[config.mk]
export PLATFORM = sky130hd
export DESIGN_NAME = bgsc_gap
export DESIGN_NICKNAME = d
export VERILOG_FILES = /design/src/sv/bgsc_pkg.sv /design/src/sv/bgsc_ram.sv /design/src/sv/bgsc_gap.sv
export SDC_FILE = /design/constraint.sdc
export NUM_CORES = 2
export LEC_CHECK = 0
export ABC_AREA = 1
export BUFFER_PORTS_ARGS = -buffer_cell sky130_fd_sc_hd__buf_2
export CAP_MARGIN = 20
export CORE_AREA = 10 10 296 298
export DETAILED_ROUTE_END_ITERATION = 8
export DIE_AREA = 0 0 306 308
export MAX_ROUTING_LAYER = met4
export PLACE_DENSITY = 0.76
export SYNTH_ARGS = -nofsm -noshare
export SYNTH_HDL_FRONTEND = slang
export SYNTH_HIERARCHICAL = 1
export SYNTH_SLANG_ARGS = --single-unit
[constraint.sdc]
create_clock -name i_clk -period 3.9 [get_ports i_clk]
set_clock_uncertainty 0.2 [all_clocks]
set_input_delay 0.78 -clock i_clk [delete_from_list [all_inputs] [get_ports i_clk]]
set_output_delay 0.78 -clock i_clk [all_outputs]
set_load 0.01 [all_outputs]
[src/sv/bgsc_pkg.sv]
// ----------------------------------------------------------------------------
// bgsc_pkg
// Shared types and constants of the binary grid speckle cleaner.
// ----------------------------------------------------------------------------
package bgsc_pkg;

    // configuration port
    localparam int CFG_INDEX_W = 1;
    localparam int CFG_DATA_W  = 16;
    localparam int WIDTH_FIELD_W = 11;
    localparam int HEIGHT_W    = 16;

    localparam logic [CFG_INDEX_W-1:0] CFG_GRID_WIDTH  = 1'b0;
    localparam logic [CFG_INDEX_W-1:0] CFG_GRID_HEIGHT = 1'b1;

    // window: four rows of four cells, newest cell at index 0
    localparam int CHAIN_LEN = 16;

    // window taps, named by offset from the visited cell (w = grid width)
    localparam int TAP_2W_P2 = 0;
    localparam int TAP_2W_P1 = 1;
    localparam int TAP_2W    = 2;
    localparam int TAP_2W_M1 = 3;
    localparam int TAP_W_P2  = 4;
    localparam int TAP_W_P1  = 5;
    localparam int TAP_W     = 6;
    localparam int TAP_W_M1  = 7;
    localparam int TAP_P2    = 8;
    localparam int TAP_P1    = 9;
    localparam int TAP_0     = 10;
    localparam int TAP_M1    = 11;
    localparam int TAP_MW_P2 = 12;
    localparam int TAP_MW_P1 = 13;
    localparam int TAP_MW    = 14;
    localparam int TAP_MW_M1 = 15;

    typedef struct packed {
        logic shift;
        logic flip;
    } t_cell_ctl;

    typedef struct packed {
        logic shift;
        logic clear;
    } t_gap_ctl;

endpackage

[src/sv/bgsc_ram.sv]
// ----------------------------------------------------------------------------
// bgsc_ram
// Generic single-write, single-read memory with registered read data.
// ----------------------------------------------------------------------------
module bgsc_ram #(
    parameter int WIDTH = 1,
    parameter int DEPTH = 2
) (
    input  logic                     i_clk,
    input  logic                     i_we,
    input  logic [$clog2(DEPTH)-1:0] i_waddr,
    input  logic [WIDTH-1:0]         i_wdata,
    input  logic                     i_re,
    input  logic [$clog2(DEPTH)-1:0] i_raddr,
    output logic [WIDTH-1:0]         o_rdata
);

    logic [WIDTH-1:0] r_mem [DEPTH];
    logic [WIDTH-1:0] r_rdata;

    always_ff @(posedge i_clk) begin
        if (i_we) begin
            r_mem[i_waddr] <= i_wdata;
        end
        if (i_re) begin
            r_rdata <= r_mem[i_raddr];
        end
    end

    assign o_rdata = r_rdata;

endmodule

[src/sv/bgsc_gap.sv]
// ----------------------------------------------------------------------------
// bgsc_gap
// Variable line delay between two window rows, length grid width minus four.
// ----------------------------------------------------------------------------
module bgsc_gap #(
    parameter int MAX_WIDTH = 1024
) (
    input  logic                           i_clk,
    input  logic                           i_rst_n,
    input  bgsc_pkg::t_gap_ctl             i_ctl,
    input  logic [$clog2(MAX_WIDTH+1)-1:0] i_len,
    input  logic                           i_din,
    output logic                           o_dout
);

    localparam int DEPTH = (MAX_WIDTH > 6) ? MAX_WIDTH - 4 : 2;
    localparam int AW    = $clog2(DEPTH);
    localparam int LW    = $clog2(MAX_WIDTH + 1);

    logic [AW-1:0] r_ptr;
    logic [AW-1:0] n_ptr;
    logic [LW:0]   ptr_inc;
    logic          ram_q;
    logic          r_byp;

    assign ptr_inc = (LW+1)'(r_ptr) + (LW+1)'(1);
    // read the slot that is oldest at the next shift
    assign n_ptr   = (ptr_inc >= {1'b0, i_len}) ? '0 : AW'(ptr_inc);

    always_ff @(posedge i_clk) begin
        if (!i_rst_n) begin
            r_ptr <= '0;
        end else if (i_ctl.clear) begin
            r_ptr <= '0;
        end else if (i_ctl.shift) begin
            r_ptr <= n_ptr;
        end
    end

    always_ff @(posedge i_clk) begin
        if (i_ctl.shift) begin
            r_byp <= i_din;
        end
    end

    bgsc_ram #(
        .WIDTH (1),
        .DEPTH (DEPTH)
    ) u_ram (
        .i_clk   (i_clk),
        .i_we    (i_ctl.shift),
        .i_waddr (r_ptr),
        .i_wdata (i_din),
        .i_re    (i_ctl.shift),
        .i_raddr (n_ptr),
        .o_rdata (ram_q)
    );

    // a one-cell delay is a single register
    assign o_dout = (i_len == LW'(1)) ? r_byp : ram_q;

endmodule
Yosys cells after proc, flatten, opt, wreduce, memory -nomap -nowiden:

Memory sizes are Yosys's and may differ from the RTL's. A register that Yosys moved wholly into a read port is not among the register bits.
Cells that the tools add are included.
W data, S select, Z words.

* bits in registers: 11
* bits in writable memories: 1020
* input bits: 16
* output and inout port bits: 1
* word-level logic and storage cells: 12
* memories: 1

Memories
* u_ram.r_mem: depth 1020, bits a word 1, rd ports 1, clocked after memory_dff 1, write ports 1, line bgsc_ram.sv:18 `logic [WIDTH-1:0] r_mem [DEPTH];`

* add/subtract/negate cells: 1
* order comparisons: 1
* equality and inequality tests: 1
* muxes and demuxes: 4
* bitwise logic cells: 1
* reductions and logical operators: 1

Operators with widths (count)
* $add A10 B1 Y11 const B: 1
* $eq A11 B1 Y1 const B: 1
* $ge A11 B11 Y1: 1
* $mux W10: 1
* $mux W1: 3
* $reduce_or A2 Y1: 1
* $not A1 Y1: 1

Longest topological paths before layout:

* depth after elaboration: 3
* depth in mapped cells: 31
* depth with buffers taken out: 30

Modules after synthesis:

Netlist, hierarchy kept.

By module, submodules not included
* bgsc_ram: instances 1, cells each 4686, area each 45907.8 µm², sequential area each 30659.4 µm²
* bgsc_gap: instances 1, cells each 167, area each 1083.5 µm², sequential area each 230.2 µm²

Least setup slack after synthesis:

OpenSTA, ideal clock, no wires.

* path type: register -> register
* start point: register r_ptr[0]
* end point: register u_ram.r_rdata, in the netlist u_ram/o_rdata (read register of u_ram.r_mem), data pin
* library setup time: 253 ps
* data arrival time: 3355 ps
* required time: 3447 ps
* slack: 92 ps
* cell stages (with the launch flop): 29
* path buffers: 3
* period minus slack after synthesis: 3808 ps
* cell sequence: dfxtp_1 > ha_1 > nand2_2 > nor2_4 > nand4_1 > nand2_1 > inv_2 > ha_1 > nand2_1 > nand2_1 > a21oi_2 > nand2_1 > nor2_4 > nand3_1 > inv_1 > buf_2 > buf_2 > clkbuf_1 > nand3_1 > nand3_1 > nand3_1 > nand3_1 > nand3_1 > nand3_1 > nand2_1 > nand2_1 > nand3_1 > nand3_1 > nand2_1

* longest elaborated chain between the ends: 3

Ends and longest elaborated chain
* from (decl): line bgsc_gap.sv:20 `logic [AW-1:0] r_ptr;`
* from (signal assigned): line bgsc_gap.sv:36 `r_ptr <= n_ptr;`
* $add A10 B1 Y11 (*): line bgsc_gap.sv:26 `assign ptr_inc = (LW+1)'(r_ptr) + (LW+1)'(1);`
* $ge A11 B11 Y1: line bgsc_gap.sv:28 `assign n_ptr = (ptr_inc >= {1'b0, i_len}) ? '0 : AW'(ptr_inc);`
* $mux W10 (*): line bgsc_gap.sv:28
* via n_ptr[1]: line bgsc_gap.sv:21 `logic [AW-1:0] n_ptr;`
* to (decl): line bgsc_ram.sv:19 `logic [WIDTH-1:0] r_rdata;`

Mark *: on every way through the listed nets, which the timed path passes. The rest lies on a longest branch.
A chain may end at the register's enable or synchronous reset.

Final worst setup path:

Same ends and word-level chain as after synthesis.

==> summary.md <==
| Metric | Value |
|---|---|
| Area Overhead vs Synth | 16.23% |
| Yosys reg bits | 1,032 |
| Crit path time final | 4112 ps |
| CP Max Fanout | 14 |
| Htree depth | 3 |
| Worst path max stage delay | 330 ps |
| Antenna violations before repair | 2 |
| Total GRT Usage | 29.11% |
| Status | finished, violations left |
| Clk Latency, worst-skew pair | 680 ps |
| Final setup fails | 1 |
| Hold Path End | r_ptr[4]$_SDFFE_PP0P_ |
| Clock transition at path regs | 60 ps |
| Reg2reg start | r_ptr[0]$_SDFFE_PP0P_ |
| Seq/Total Area, Yosys | 65.73% |
| R2R depth | 28 |
| CTS Buf Count | 107 |
| Initial core utilization | 57.60% |
| Yosys top cell area share | 65.31% |
| Achievable frequency | 243.2 MHz |
| Synth top cells by count | nand2_1 (1,115), nor2_1 (1,092), edfxtp_1 (1,022) |
| Avg Inst Size Synth | 9.683 sq um |
| Routed WL | 138,800 um |
| Synth Cell Area | 0.04699 sq mm |
| Rel. slew slack | 33.79% |
| RSZ-0062 raised after global routing | true |
| Power per cell area | 448.2 mW/mm^2 |
| Met3 wire length | 17,980 um |
| Leakage power | 18.77 nW |
| Synth unique cells | 29 |
| Longest Clk Path Bufs | 3 |
| Wirelength per Cell | 22.95 um |
| Syn. warnings | 6 |
| Peak VDD IR | 0.3883 mV |
| Number of synthesized flops with an enable pin | 1,022 |
| Largest net degree at the start of global routing | 154 |
| Residual DRC | 0 |
| Synthesized instance count | 4,853 |
| Ports | 17 |
| Share of layout cells above drive strength 1 | 12.49% |
| Required @ worst endpoint | 4120 ps |
| Count leader, synth | nand2_1 |
| CTS tree | yes |
| First-pass GRT wire length | 204,900 um |
| CP arrival | 4340 ps |
| Slowest cell on the critical path | dfxtp_2 |
| Syn_nets | 4,881 |
| Number of global-route vias before repair | 35,570 |
| WHS Path Cells | 4 |
| Async SR Flop Fraction | 0% |
| Type of origin of the critical path | flop |
| RR Endpoint | u_ram/o_rdata$_DFFE_PP_ |
| Type of the worst setup path | reg -> reg |
| Violated checks | negative setup slack |
| Setup tns final | -212.2 ps |
| DRT Pass-1 Iters | 7 |
| Count of input and output buffers | 16 |
| Max Slew Vio Count | 0 |
| Hold crit path type | in -> reg |
| Antenna viol nets, final | 0 |
| Site row count | 105 |
| Vias per Instance | 6.134 |
| CTS root buf | clkbuf_16 |
| DP Wirelength | 74,230 um |
| GPL Wtd Cong | 0.9158 |
| Fin. Hold Viols | 0 |
| Height of the die | 308 um |
| Core Area | 0.08158 sq mm |
| Top routing layer in use | met4 |
| R2r setup slk | -210 ps |
| Top post-synthesis cells by area | edfxtp_1 (65%), nand3_1 (11%), nand2_1 (8.9%), nor2_1 (8.7%), clkbuf_1 (1.7%) |
| Hold path start | i_ctl[0] |
| Die Wd | 306 um |
| Die Area | 0.09425 sq mm |
| Pre-CTS WS | -394.4 ps |
| Crit. End Element | flop |
| Total gr overflow | 0 |
| Met2 wire len | 65,510 um |
| # nets final | 4,918 |
| Top_reg_cell synth | edfxtp_1 |
| Post-synth top area cell | edfxtp_1 |
| Wl on met1 | 48,470 um |
| 1st-iter DRT viols | 5,808 |
| Routed via count | 37,110 |
| Clock Sinks | 1,032 |
| Worst-Margin Slew | 985.6 ps |
| Final setup margin | -212.2 ps |
| Max Cap Violations | 0 |
| Fin crit share | 105.4% |
| Most used cell, CP | nand3_1 |
[how the worst max path moves through the flow]
stage               slack [ps]  depth (start not counted)                 endpoint                   from
floorplan                   90                         28  u_ram/o_rdata$_DFFE_PP_  r_ptr[0]$_SDFFE_PP0P_
global placement          -380                         28  u_ram/o_rdata$_DFFE_PP_  r_ptr[0]$_SDFFE_PP0P_
detailed placement        -390                         27  u_ram/o_rdata$_DFFE_PP_  r_ptr[0]$_SDFFE_PP0P_
CTS                       -160                         28  u_ram/o_rdata$_DFFE_PP_  r_ptr[0]$_SDFFE_PP0P_
global route              -420                         28  u_ram/o_rdata$_DFFE_PP_  r_ptr[0]$_SDFFE_PP0P_
finish                    -210                         28  u_ram/o_rdata$_DFFE_PP_  r_ptr[0]$_SDFFE_PP0P_
[timing repair]
item,4_1_cts,5_1_grt
setup endpoints to repair,1,1
pin swaps,18,21
buffers inserted,5,3
hold endpoints to repair,0,0
resized for setup,96,60
gates cloned,10,11
hold buffers,0,0
[worst max-delay path: cells and delay by family, from the launching register on]
kind | cells | cell delay (ps)
adders and majority gates | 2 | 440
DFF | 1 | 330
AOI/OAI and AO/OA | 1 | 130
and+or+nand+nor | 20 | 2150
buffers and inverters | 5 | 570
[flip-flops by register name, indices dropped and copies added, names as in the netlist]
name / flops
r_ptr: 10
u_ram/o_rdata: 1
u_ram/r_mem: 1020
r_byp: 1
[power by group]
part / switching [mW] / internal (mW)
combinational: 1.47 / 0.801
sequential: 0.00859 / 12.2
clock: 4.25 / 5.75
[layout make-up]
class	count	area, sq um
tap	1070	1339
timing repair buffer	342	4010
sequential	1032	30890
antenna	2	5.005
clock buffer	134	2843
fill	5821	26970
multi-input combinational	3305	14470
clock inverter	63	575.6
inverter	102	480.5
[metrics by stage]
| stage | hold WS [ps] | cells | cell area, sq um | util [%] | total power, mW |
|---|---|---|---|---|---|
| final | 348.7 | 6050 | 54620 | 66.94 | 24.48 |
| after global routing | 352.5 | 6050 | 54620 | 66.94 | 25.12 |
| after CTS | 309.9 | 6034 | 54000 | 66.18 | 24.34 |
| after detailed placement | 352.3 | 5822 | 49770 | 61.00 | 14.38 |
| after global placement | 350.7 | 5822 | 49770 | 61.00 | 14.34 |
| after floorplan | 370.4 | 4853 | 46990 | - | 13.49 |
[cell usage in the layout, fill, tap and decap left out, drive strengths merged]
cell      Yosys  routed
o21a          1       1
nor3         15      15
clkinvlp      0       2
a21oi        18      18
inv          97      94
nand3       997     997
dfxtp        10      10
bufbuf        0       6
diode         0       2
xnor2         2       2
clkinv        5      60
nand3b        1       1
buf         196     325
bufinv        0       9
edfxtp     1022    1022
nand4         8       8
o21ai        32      32
o211ai        2       2
nand2      1121    1121
ha           12      12
clkbuf      218     145
nor2       1096    1096
[cell families after synthesis]
| family | Yosys count | synth area share (%) |
|---|---|---|
| simple gates | 3238 | 28.73 |
| flops | 1032 | 65.73 |
| buf+inv | 516 | 4.550 |
| compound gates | 53 | 0.6124 |
| fa+ha+maj | 12 | 0.3195 |
| xor+xnor | 2 | 0.05327 |
[routing by layer]
layer	up-vias	GRT usage, %
met3	448	4.851
met1	17610	35.92
met4	0	14.90
li1	16430	-
met2	2615	46.33
met5	-	-
Note: power is estimated with default switching activity, not from simulation.
